`config.mk`:
```
export PLATFORM = sky130hd
export DESIGN_NAME = utf8_to_ascii_escape_core_flat
export DESIGN_NICKNAME = d
export VERILOG_FILES = /design/src/hw/rtl/utae_pkg.sv /design/src/hw/rtl/utae_ifs.sv /design/src/hw/rtl/utae_decode.sv /design/src/hw/rtl/utae_emit.sv /design/src/hw/rtl/utf8_to_ascii_escape_core.sv /design/src/flat_wrapper.sv
export SDC_FILE = /design/constraint.sdc
export NUM_CORES = 1
export LEC_CHECK = 0
export BUFFER_PORTS_ARGS = -buffer_cell sky130_fd_sc_hd__buf_2
export CELL_PAD_IN_SITES_DETAIL_PLACEMENT = 0
export CELL_PAD_IN_SITES_GLOBAL_PLACEMENT = 1
export CORE_MARGIN = 5
export CORE_UTILIZATION = 49
export DETAILED_ROUTE_END_ITERATION = 10
export PLACE_DENSITY_LB_ADDON = 0.05
export SYNTH_ARGS = -nofsm -noshare
export SYNTH_HDL_FRONTEND = slang
export SYNTH_SLANG_ARGS = --single-unit
```
`constraint.sdc`:
```
create_clock -name clk -period 3 [get_ports clk]
set_input_delay 0.3 -clock clk [delete_from_list [all_inputs] [get_ports clk]]
set_output_delay 0.3 -clock clk [all_outputs]
set_load 0.05 [all_outputs]
```
`src/hw/rtl/utae_pkg.sv`:
```
// Shared types, constants and character functions of the UTF-8 to ASCII escaper.
package utae_pkg;

    // Characters that the escaper emits on its own.
    localparam logic [6:0] CHAR_QMARK   = 7'h3F;
    localparam logic [6:0] CHAR_BSLASH  = 7'h5C;
    localparam logic [6:0] CHAR_LOWER_U = 7'h75;
    localparam logic [6:0] CHAR_UPPER_U = 7'h55;

    // Printable ASCII range.
    localparam logic [7:0] PRINT_LOW  = 8'h20;
    localparam logic [7:0] PRINT_HIGH = 8'h7E;

    // Code values at or above this limit take the long escape form.
    localparam logic [20:0] SHORT_LIMIT = 21'h00FFFF;

    // Character counts of the two escape forms.
    localparam logic [3:0] ESC_SHORT_LEN = 4'd6;
    localparam logic [3:0] ESC_LONG_LEN  = 4'd10;

    // Lengths of the multi-byte sequences.
    localparam logic [2:0] SEQ_LEN_2 = 3'd2;
    localparam logic [2:0] SEQ_LEN_3 = 3'd3;
    localparam logic [2:0] SEQ_LEN_4 = 3'd4;

    // Description of the characters that one input byte causes.
    typedef struct packed {
        logic [3:0]  count;      // number of characters, zero to ten
        logic        is_esc;     // backslash escape of a code value
        logic        long_form;  // eight hex digits instead of four
        logic [6:0]  ch;         // final character of a question mark run
        logic [20:0] value;      // code value of an escape
    } run_t;

    // Uppercase hex digit of a nibble.
    function automatic logic [6:0] hex_char(input logic [3:0] nib);
        logic [6:0] c;
        if (nib < 4'd10) begin
            c = 7'h30 + {3'b000, nib};
        end
        else begin
            c = 7'h37 + {3'b000, nib};
        end
        return c;
    endfunction

    // Character at position idx of a run.
    function automatic logic [6:0] char_at(input run_t run, input logic [3:0] idx);
        logic [3:0]  nib_sel;
        logic [31:0] wide;
        logic [3:0]  nib;
        logic [6:0]  c;
        wide = {11'b0, run.value};
        nib_sel = run.long_form ? (4'd9 - idx) : (4'd5 - idx);
        nib = wide[{nib_sel[2:0], 2'b00} +: 4];
        if (run.is_esc) begin
            if (idx == 4'd0) begin
                c = CHAR_BSLASH;
            end
            else if (idx == 4'd1) begin
                c = run.long_form ? CHAR_UPPER_U : CHAR_LOWER_U;
            end
            else begin
                c = hex_char(nib);
            end
        end
        else begin
            c = (idx == run.count - 4'd1) ? run.ch : CHAR_QMARK;
        end
        return c;
    endfunction

endpackage

```
`src/hw/rtl/utae_ifs.sv`:
```
// Valid/ready stream interfaces for the input bytes and the output characters.
interface utae_in_if;
    logic       valid;
    logic       ready;
    logic [7:0] in_byte;
    logic       end_of_text;

    modport source (output valid, output in_byte, output end_of_text, input ready);
    modport sink (input valid, input in_byte, input end_of_text, output ready);
endinterface

interface utae_out_if;
    logic       valid;
    logic       ready;
    logic [6:0] out_char;
    logic       last_of_run;

    modport source (output valid, output out_char, output last_of_run, input ready);
    modport sink (input valid, input out_char, input last_of_run, output ready);
endinterface

```
`src/hw/rtl/utae_decode.sv`:
```
// Input register, sequence state and byte decoder of the escaper.
module utae_decode (
    input  logic            clk,
    input  logic            rst_n,
    utae_in_if.sink         byte_in,
    input  logic            run_free,
    output logic            run_valid,
    output utae_pkg::run_t  run
);

    logic        item_valid_reg;
    logic [7:0]  byte_reg;
    logic        eot_reg;

    logic        in_seq_reg, in_seq_next;
    logic [2:0]  exp_len_reg, exp_len_next;
    logic [2:0]  coll_reg, coll_next;
    logic [20:0] acc_reg, acc_next;

    logic        advance;
    logic [6:0]  plain_char;

    // The held byte moves on when the emitter can take its run.
    assign advance      = item_valid_reg && run_free;
    assign byte_in.ready = !item_valid_reg || run_free;
    assign run_valid    = item_valid_reg;

    // Input register valid flag.
    always_ff @(posedge clk or negedge rst_n)
    begin
        if (!rst_n)
        begin
            item_valid_reg <= 1'b0;
        end
        else if (byte_in.ready)
        begin
            item_valid_reg <= byte_in.valid;
        end
    end

    // Input register payload.
    always_ff @(posedge clk)
    begin
        if (byte_in.valid && byte_in.ready)
        begin
            byte_reg <= byte_in.in_byte;
            eot_reg  <= byte_in.end_of_text;
        end
    end

    // Printable bytes pass, everything else becomes a question mark.
    assign plain_char = (byte_reg >= utae_pkg::PRINT_LOW && byte_reg <= utae_pkg::PRINT_HIGH)
                        ? byte_reg[6:0] : utae_pkg::CHAR_QMARK;

    // Decode of one byte against the sequence state.
    always_comb
    begin
        in_seq_next  = in_seq_reg;
        exp_len_next = exp_len_reg;
        coll_next    = coll_reg;
        acc_next     = acc_reg;
        run          = '0;
        run.ch       = plain_char;
        if (in_seq_reg)
        begin
            if (byte_reg[7:6] == 2'b10)
            begin
                acc_next  = {acc_reg[14:0], byte_reg[5:0]};
                coll_next = coll_reg + 3'd1;
                if (coll_next >= exp_len_reg)
                begin
                    run.is_esc    = 1'b1;
                    run.long_form = (acc_next >= utae_pkg::SHORT_LIMIT);
                    run.count     = run.long_form ? utae_pkg::ESC_LONG_LEN
                                                  : utae_pkg::ESC_SHORT_LEN;
                    run.value     = acc_next;
                    in_seq_next   = 1'b0;
                    exp_len_next  = 3'd0;
                    coll_next     = 3'd0;
                    acc_next      = '0;
                end
            end
            else
            begin
                // One question mark per gathered byte, then the byte itself or a question mark if it is not printable.
                run.count    = {1'b0, coll_reg} + 4'd1;
                in_seq_next  = 1'b0;
                exp_len_next = 3'd0;
                coll_next    = 3'd0;
                acc_next     = '0;
            end
        end
        else if (!byte_reg[7])
        begin
            run.count = 4'd1;
        end
        else if (byte_reg[7:3] == 5'b11110)
        begin
            in_seq_next  = 1'b1;
            exp_len_next = utae_pkg::SEQ_LEN_4;
            coll_next    = 3'd1;
            acc_next     = {18'b0, byte_reg[2:0]};
        end
        else if (byte_reg[7:4] == 4'b1110)
        begin
            in_seq_next  = 1'b1;
            exp_len_next = utae_pkg::SEQ_LEN_3;
            coll_next    = 3'd1;
            acc_next     = {17'b0, byte_reg[3:0]};
        end
        else if (byte_reg[7:5] == 3'b110)
        begin
            in_seq_next  = 1'b1;
            exp_len_next = utae_pkg::SEQ_LEN_2;
            coll_next    = 3'd1;
            acc_next     = {16'b0, byte_reg[4:0]};
        end
        else
        begin
            run.count = 4'd1;
            run.ch    = utae_pkg::CHAR_QMARK;
        end
        // End of text drops any partial sequence.
        if (eot_reg)
        begin
            in_seq_next  = 1'b0;
            exp_len_next = 3'd0;
            coll_next    = 3'd0;
            acc_next     = '0;
        end
    end

    // Sequence state.
    always_ff @(posedge clk or negedge rst_n)
    begin
        if (!rst_n)
        begin
            in_seq_reg  <= 1'b0;
            exp_len_reg <= 3'd0;
            coll_reg    <= 3'd0;
            acc_reg     <= '0;
        end
        else if (advance)
        begin
            in_seq_reg  <= in_seq_next;
            exp_len_reg <= exp_len_next;
            coll_reg    <= coll_next;
            acc_reg     <= acc_next;
        end
    end

endmodule

```
`src/hw/rtl/utae_emit.sv`:
```
// Run register and character serializer with the output register.
module utae_emit (
    input  logic            clk,
    input  logic            rst_n,
    input  logic            dec_valid,
    input  utae_pkg::run_t  dec_run,
    output logic            run_free,
    utae_out_if.source      char_out
);

    logic            run_valid_reg;
    utae_pkg::run_t  run_reg;
    logic [3:0]      idx_reg;
    logic            out_valid_reg;
    logic [6:0]      out_char_reg;
    logic            out_last_reg;

    logic            out_free;
    logic            load;
    logic            last_idx;
    logic            run_done;

    // One character a cycle into the output register, while the output is not stalled.
    assign out_free = !out_valid_reg || char_out.ready;
    assign load     = run_valid_reg && (run_reg.count != 4'd0) && out_free;
    assign last_idx = (idx_reg == run_reg.count - 4'd1);
    assign run_done = run_valid_reg && ((run_reg.count == 4'd0) || (load && last_idx));
    assign run_free = !run_valid_reg || run_done;

    // Run register control and character position.
    always_ff @(posedge clk or negedge rst_n)
    begin
        if (!rst_n)
        begin
            run_valid_reg <= 1'b0;
            idx_reg       <= 4'd0;
        end
        else if (run_free)
        begin
            run_valid_reg <= dec_valid;
            idx_reg       <= 4'd0;
        end
        else if (load)
        begin
            idx_reg <= idx_reg + 4'd1;
        end
    end

    // Run register payload.
    always_ff @(posedge clk)
    begin
        if (run_free && dec_valid)
        begin
            run_reg <= dec_run;
        end
    end

    // Output register valid flag.
    always_ff @(posedge clk or negedge rst_n)
    begin
        if (!rst_n)
        begin
            out_valid_reg <= 1'b0;
        end
        else if (load)
        begin
            out_valid_reg <= 1'b1;
        end
        else if (char_out.ready)
        begin
            out_valid_reg <= 1'b0;
        end
    end

    // Output register payload.
    always_ff @(posedge clk)
    begin
        if (load)
        begin
            out_char_reg <= utae_pkg::char_at(run_reg, idx_reg);
            out_last_reg <= last_idx;
        end
    end

    assign char_out.valid       = out_valid_reg;
    assign char_out.out_char    = out_char_reg;
    assign char_out.last_of_run = out_last_reg;

endmodule

```
`src/hw/rtl/utf8_to_ascii_escape_core.sv`:
```
// Top level of the UTF-8 to 7-bit ASCII escaper.
// The block takes one text byte per transfer and gives 7-bit ASCII characters, one per
// transfer, with last_of_run set on the last character that a byte causes. A byte moves
// from the input register through the decoder into the run register, and the serializer
// then sends one character per cycle through the output register while the output is not
// stalled; the next byte waits in the input register until the run register is free. A byte
// causes 0 characters for a lead byte or a continuation inside a sequence, 1 for plain ASCII
// or a bad byte, 2 to 4 for a broken sequence, 6 or 10 for an escape. The single output register
// sets that rate. A byte passes the input register, the run register and the output register.
module utf8_to_ascii_escape_core (
    input  logic        clk,
    input  logic        rst_n,
    utae_in_if.sink     byte_in,
    utae_out_if.source  char_out
);

    logic            run_valid;
    logic            run_free;
    utae_pkg::run_t  run;

    // Byte decoder and sequence state.
    utae_decode u_decode (
        .clk       (clk),
        .rst_n     (rst_n),
        .byte_in   (byte_in),
        .run_free  (run_free),
        .run_valid (run_valid),
        .run       (run)
    );

    // Character serializer.
    utae_emit u_emit (
        .clk       (clk),
        .rst_n     (rst_n),
        .dec_valid (run_valid),
        .dec_run   (run),
        .run_free  (run_free),
        .char_out  (char_out)
    );

endmodule

```
`src/flat_wrapper.sv`:
```
// flat-port wrapper written by rule: the top's interface ports become plain ports
module utf8_to_ascii_escape_core_flat 
  (clk, rst_n, byte_in_valid, byte_in_in_byte, byte_in_end_of_text, byte_in_ready, char_out_valid, char_out_out_char, char_out_last_of_run, char_out_ready);
  utae_in_if byte_in_i ();
  utae_out_if char_out_i ();
  input  logic clk;
  input  logic rst_n;
  input wire logic [$bits(byte_in_i.valid)-1:0] byte_in_valid;
  input wire logic [$bits(byte_in_i.in_byte)-1:0] byte_in_in_byte;
  input wire logic [$bits(byte_in_i.end_of_text)-1:0] byte_in_end_of_text;
  output wire logic [$bits(byte_in_i.ready)-1:0] byte_in_ready;
  output wire logic [$bits(char_out_i.valid)-1:0] char_out_valid;
  output wire logic [$bits(char_out_i.out_char)-1:0] char_out_out_char;
  output wire logic [$bits(char_out_i.last_of_run)-1:0] char_out_last_of_run;
  input wire logic [$bits(char_out_i.ready)-1:0] char_out_ready;
  assign byte_in_i.valid = byte_in_valid;
  assign byte_in_i.in_byte = byte_in_in_byte;
  assign byte_in_i.end_of_text = byte_in_end_of_text;
  assign byte_in_ready = byte_in_i.ready;
  assign char_out_valid = char_out_i.valid;
  assign char_out_out_char = char_out_i.out_char;
  assign char_out_last_of_run = char_out_i.last_of_run;
  assign char_out_i.ready = char_out_ready;
  utf8_to_ascii_escape_core u_core (.clk(clk), .rst_n(rst_n), .byte_in(byte_in_i), .char_out(char_out_i));
endmodule
```
== Word level (Yosys, flattened, before mapping) ==
Index checks and enable logic that the tools add are counted.

* Shift operators: 1
* Add/sub/neg operators: 8
* Reduce and logical (&&, ||, !) cells: 25
* Order comparisons: 5
* Muxes and demuxes: 57
* Equal/unequal tests: 7

{| class="wikitable"
|+ Operators by type and width
! kind !! count
|-
| two-way mux 15 bit || 8
|-
| two-way mux 7 bit || 11
|-
| two-way mux 3 bit || 17
|-
| indexed part select 32 x 6 -> 4 bit || 1
|-
| >= comparator 21 x 16 -> 1 bit (second input constant) || 1
|-
| two-way mux 4 bit || 5
|-
| adder 6 x 4 -> 7 bit (first input constant) || 2
|-
| two-way mux 1 bit || 14
|-
| two-way mux 6 bit || 2
|-
| >= comparator 8 x 6 -> 1 bit (second input constant) || 1
|-
| less-or-equal comparator 8 x 7 -> 1 bit (second input constant) || 1
|-
| logical NOT 4 bit || 2
|-
| logical AND 1 bit || 7
|-
| AND reduction 3 bit || 2
|-
| equality test 5 bit (second input constant) || 1
|-
| nonzero test 5 bit || 1
|-
| adder 3 x 1 -> 4 bit (second input constant) || 1
|-
| adder 4 x 1 -> 4 bit (second input constant) || 1
|-
| equality test 4 x 1 -> 1 bit (second input constant) || 1
|-
| equality test 4 bit || 1
|-
| equality test 4 bit (second input constant) || 1
|-
| logical OR 1 bit || 4
|-
| < comparator 4 bit (second input constant) || 1
|-
| != test 4 x 3 -> 1 bit (second input constant) || 1
|-
| other kinds (13) || 16
|}

* Word-level logic and storage cells: 120
* Bits in registers: 80
* Output and inout port bits: 10
* Input bits: 13

== Logic depth before layout (Yosys ltp) ==
* Depth in word-level cells: 9
* Gate-level depth with buffers: 9
* Gate-level depth less buffers: 8

== By module ==
A second synthesis with hierarchy kept.

* Cells, all modules: 316
* Area total of the unflattened synthesis: 3941.3 sq um

{| class="wikitable"
|+ Modules (own cells, without submodules)
! module !! times used !! cells each !! area each (sq um) !! seq. area each (sq um)
|-
| utae_emit || 1 || 148 || 2152.1 || 1411.4
|-
| utae_decode || 1 || 168 || 1789.2 || 845.8
|}

== Least setup slack after synthesis ==
No wires, ideal clock.

* Path kind: reg-to-reg
* From: register u_core.u_emit.run_reg[30] (netlist name)
* To: register u_core.u_decode.byte_reg[0] (enable)
* Clock period less this slack: 2.621 ns
* Setup slack: 0.379 ns
* Required time: 2.662 ns
* Cell stages (with the launch flop): 9
* Arrival: 2.284 ns
* Buffers on the path: 0
* Library setup time: 0.338 ns
* Path through: edfxtp_1 > inv_1 > ha_1 > xor2_1 > nand2_1 > o41ai_4 > inv_1 > nand2_1 > and2_1

* Word-level cells in the longest chain between the ends: 9
* Elaborated cells on any way between the ends: 12
* Those cells by class: 1 x add/sub; 1 x eq/ne; 10 x reduce/logical

{| class="wikitable"
|+ RTL lines
! element !! RTL line !! source
|-
| from (decl) || utae_emit.sv:12 || <nowiki>utae_pkg::run_t run_reg;</nowiki>
|-
| from (signal assigned) || utae_emit.sv:54 || <nowiki>run_reg <= dec_run;</nowiki>
|-
| parallel branches: the longest is 4 deep, another holds subtractor 4 x 1 -> 4 bit || n/a ||
|-
| logical OR 1 bit * || utae_emit.sv:27 || <nowiki>assign run_done = run_valid_reg && ((run_reg.count == 4'd0) || (load && last_idx));</nowiki>
|-
| logical AND 1 bit * || utae_emit.sv:27 ||
|-
| logical OR 1 bit * || utae_emit.sv:28 || <nowiki>assign run_free = !run_valid_reg || run_done;</nowiki>
|-
| logical OR 1 bit * || utae_decode.sv:25 || <nowiki>assign byte_in.ready = !item_valid_reg || run_free;</nowiki>
|-
| named net byte_in_ready || flat_wrapper.sv:11 || <nowiki>output wire logic [$bits(byte_in_i.ready)-1:0] byte_in_ready;</nowiki>
|-
| logical AND 1 bit * || utae_decode.sv:44 || <nowiki>if (byte_in.valid && byte_in.ready)</nowiki>
|-
| to (signal assigned) || utae_decode.sv:46 || <nowiki>byte_reg <= byte_in.in_byte;</nowiki>
|-
| to (decl) || utae_decode.sv:12 || <nowiki>logic [7:0] byte_reg;</nowiki>
|}

Mark *: on every way through the listed nets, which the timed path passes.
A chain may end at the register's enable or synchronous reset.

== Final worst setup path ==
* From: register u_core.u_emit.run_reg[30] (netlist name)
* To: output byte_in_ready

* Word-level cells in the longest chain between the ends: 8
* Elaborated cells on any way between the ends: 11
* Those cells by class: 1 x add/sub; 1 x eq/ne; 9 x reduce/logical

{| class="wikitable"
|+ RTL lines
! element !! RTL line
|-
| parallel branches: the longest is 4 deep, another holds subtractor 4 x 1 -> 4 bit || n/a
|-
| logical OR 1 bit * || utae_emit.sv:27
|-
| logical AND 1 bit * || utae_emit.sv:27
|-
| logical OR 1 bit * || utae_emit.sv:28
|-
| logical OR 1 bit * || utae_decode.sv:25
|-
| to (decl) || flat_wrapper.sv:11
|}

Mark *: on every way between the ends.

==> metrics.md <==
| Metric | Value |
|---|---|
| Final TNS setup | 0 ns |
| Overall global routing resource usage | 16.38% |
| Critical path class | reg2out |
| Port Buffers | 22 |
| Wire per inst | approximately 16 um |
| Inst Count DP | 443 |
| Maxcap violations | 0 |
| Flop-to-flop setup slack | 0.45 ns |
| Largest net degree at the start of global routing | 35 |
| CTS tree | done |
| Setup bufs post-CTS | 0 |
| Synth Warn # | 0 |
| DRC Markers | 0 |
| Yosys reg bits | 80 |
| Hold_buf cts | 0 |
| Row Count | 32 |
| Die Y | just under 100 um |
| Seq/Total Area, Yosys | 58.72% |
| Final #Nets | 375 |
| Final setup violation count | 0 |
| CTS Buffer Depth | 2 |
| Crit path required time | about 2.7 ns |
| Synth Flop Type | edfxtp_1 |
| GRT overflow | 0 |
| Max VDD drop | approximately 0.0004 V |
| Post-CTS sizing | 0 |
| Clock root buffer | clkbuf_8 |
| IO Count | 23 |
| Syn Std Cell Area | 3844 sq um |
| Max Fclk | 0.3696 GHz |
| H-tree depth | 3 |
| Inserted Diodes | 0 |
| Post-DP HPWL | 5246 um |
| Num CTS Buffers | 9 |
| CP endpoint kind | primary output |
| CP Launch Type | register |
| 1st-iter DRT viols | 125 |
| Antenna violations before repair | 0 |
| Max reg flops | 34 |
| Met3 usage | 3.539% |
| Slowest stage delay, CP | 0.55 ns |
| ANT nets after route | 0 |
| Avg Cell Area, Syn | about 12 sq um |
| Final Skew | 0.007940 ns |
| Final Max Tran Viols | 0 |
| Routed WL | 7236 um |
| Critical path fanouts, max | 6 |
| Vias | 2424 |
| Tmin final | 2.706 ns |
| Worst-Skew Late Latency | 0.35 ns |
| Non-filler cells, final | 459 |
| Vias in the first global route | 2455 |
| First-pass GRT wire length | 12490 um |
| Worst rel slew slack | 53.34% |
| Most used routing layer | met2 |
| TritonRoute pass-1 iters | 4 |
| Initial Util | 50.00% |
| Die W | 98.57 um |
| Status | finished, violations left |
| Finished Core Util | 55.14% |
| Post-synth cell types | 49 |
| Total Die Area | 9715 sq um |
| Share of synthesized registers carrying an async set or reset | 36.25% |
| Slowest cell on crit path | o41ai_4 |
| Fraction of layout instances using a drive strength above 1 | 13.73% |
| Post-Syn Instances | 330 |
| Global routing met2 resource utilization | 25.95% |
| Syn_nets | 353 |
| Met1 Track Usage GR | 22.32% |
| P&R area growth vs syn | 10.29% |
| Leakage power | 1.637 nW |
| Failing checks | negative hold slack |
| Crit-path cells | inv_1 -> ha_1 -> xor2_1 -> nand2_1 -> o41ai_4 -> inv_1 -> nand2_1 -> buf_2 |
| Clock sink count | 80 |
| Gpl congestion | 0.8237 |
| Worst-margin pin slew | 0.6999 ns |
| CP arrival | approximately 2.4 ns |
| Post-synth EDFFs | 51 |
| HP Class | in2async |
| Vias/cell | between 5 and 6 |
| Power per cell area | roughly 920 nW/um^2 |
| Final hold viol count | 4 |
| Hold slack | -0.008569 ns |
| Worst-path clk slew | 0.08 ns |
| Tcrit/Tclk final | 90.20% |
| Core ar. | 7687 sq um |
| RSZ-0062 raised after global routing | false |
-- cells in the mapped netlist, types with 6 or more instances --
| cell type | count | area [sq um] |
|---|---|---|
| nor2_1 | 16 | 60.06 |
| and2_1 | 24 | 150.1 |
| nor3_1 | 10 | 50.05 |
| a21oi_1 | 9 | 45.04 |
| nand3_1 | 7 | 35.03 |
| dfrtp_1 | 29 | 725.7 |
| ha_1 | 10 | 125.1 |
| nand2b_1 | 8 | 50.05 |
| clkbuf_1 | 7 | 26.28 |
| edfxtp_1 | 51 | 1531 |
| inv_1 | 10 | 37.54 |
| nand2_1 | 46 | 172.7 |
| xor2_1 | 6 | 52.55 |
| nor2b_1 | 6 | 37.54 |
| mux2i_1 | 8 | 80.08 |
| o21ai_0 | 17 | 85.08 |
-- metal layers --
layer,vias up,share of wire [%]
met2,49,47
met4,0,1.4
met1,1140,48
met3,7,2.9
met5,-,0
li1,1228,-
-- cell usage in the layout, fill, tap and decap left out, types with 3 or more instances in the layout --
cell	synthesis	final
nor3_1	10	10
a31oi_1	3	3
nand4_1	3	3
mux2i_1	8	8
inv_1	10	10
nand3_1	7	7
and2_1	24	24
a22o_1	5	5
xnor2_1	5	5
xor2_1	6	6
ha_1	10	10
a21oi_1	9	9
nor2_1	16	16
nand2b_1	8	8
o21ai_0	17	17
dfrtp_1	29	29
clkinv_1	0	3
nor2b_1	6	6
a21boi_0	3	3
nand2_1	46	46
buf_2	4	22
a21o_1	3	3
or3_1	5	5
edfxtp_1	51	51
clkbuf_8	0	9
-- critical path: cells and delay by family, from the launching register on --
family,cells,cell delay (ns)
DFF,1,0.43
xor gates and xnor gates,1,0.15
AOI/OAI and AO/OA,1,0.55
and+or+nand+nor,2,0.23
buffers and inverters,3,0.46
adders and majority gates,1,0.24
-- area by class of cell --
class,count,area [sq um]
clock inverter,7,62.56
inverter,10,37.54
fill,694,3448
timing repair buffer,25,145.1
multi-input combinational,226,1485
sequential,80,2257
clock buffer,9,123.9
tap,102,127.6
-- logic make-up after synthesis --
kind of cell	share of synthesized area [%]
muxes	2.669
xor gates and xnor gates	2.930
adders and majority gates	3.255
DFF	58.72
AOI/OAI and AO/OA	11.30
and+or+nand+nor	18.36
buffers and inverters	2.767
-- through the flow --
stage               setup slack [ns]  power [mW]  cell area (sq um)
global route                 0.05558       4.204               4239
CTS                           0.2332       3.961               4239
floorplan                     0.3788       2.846               3844
finish                        0.2941       3.919               4239
global placement              0.5139       3.189               4053
detailed placement            0.4257       3.193               4053
-- path summary, 6_finish.rpt --
| kind | start | to | depth (start not counted) |
|---|---|---|---|
| worst max-delay path | u_core.u_emit.run_reg[30] | byte_in_ready | 8 |
| max in group asynchronous | rst_n | u_core.u_emit.idx_reg[2] | 1 |
| worst min-delay path | rst_n | u_core.u_decode.acc_reg[14] | 1 |
| min in group clk | byte_in_in_byte[7] | u_core.u_decode.byte_reg[7] | 1 |
| worst max register to register | u_core.u_emit.run_reg[30] | u_core.u_decode.acc_reg[3] | 8 |
| worst min register to register | u_core.u_decode.exp_len_reg[2] | u_core.u_decode.exp_len_reg[2] | 1 |
-- power breakdown --
part	internal, mW	total [mW]	switching [mW]
clock network	0.376	0.757	0.381
logic	0.522	1.42	0.902
registers	1.51	1.74	0.231
total	2.40	3.92	1.51
No activity file was read; power rests on OpenSTA's default activity.
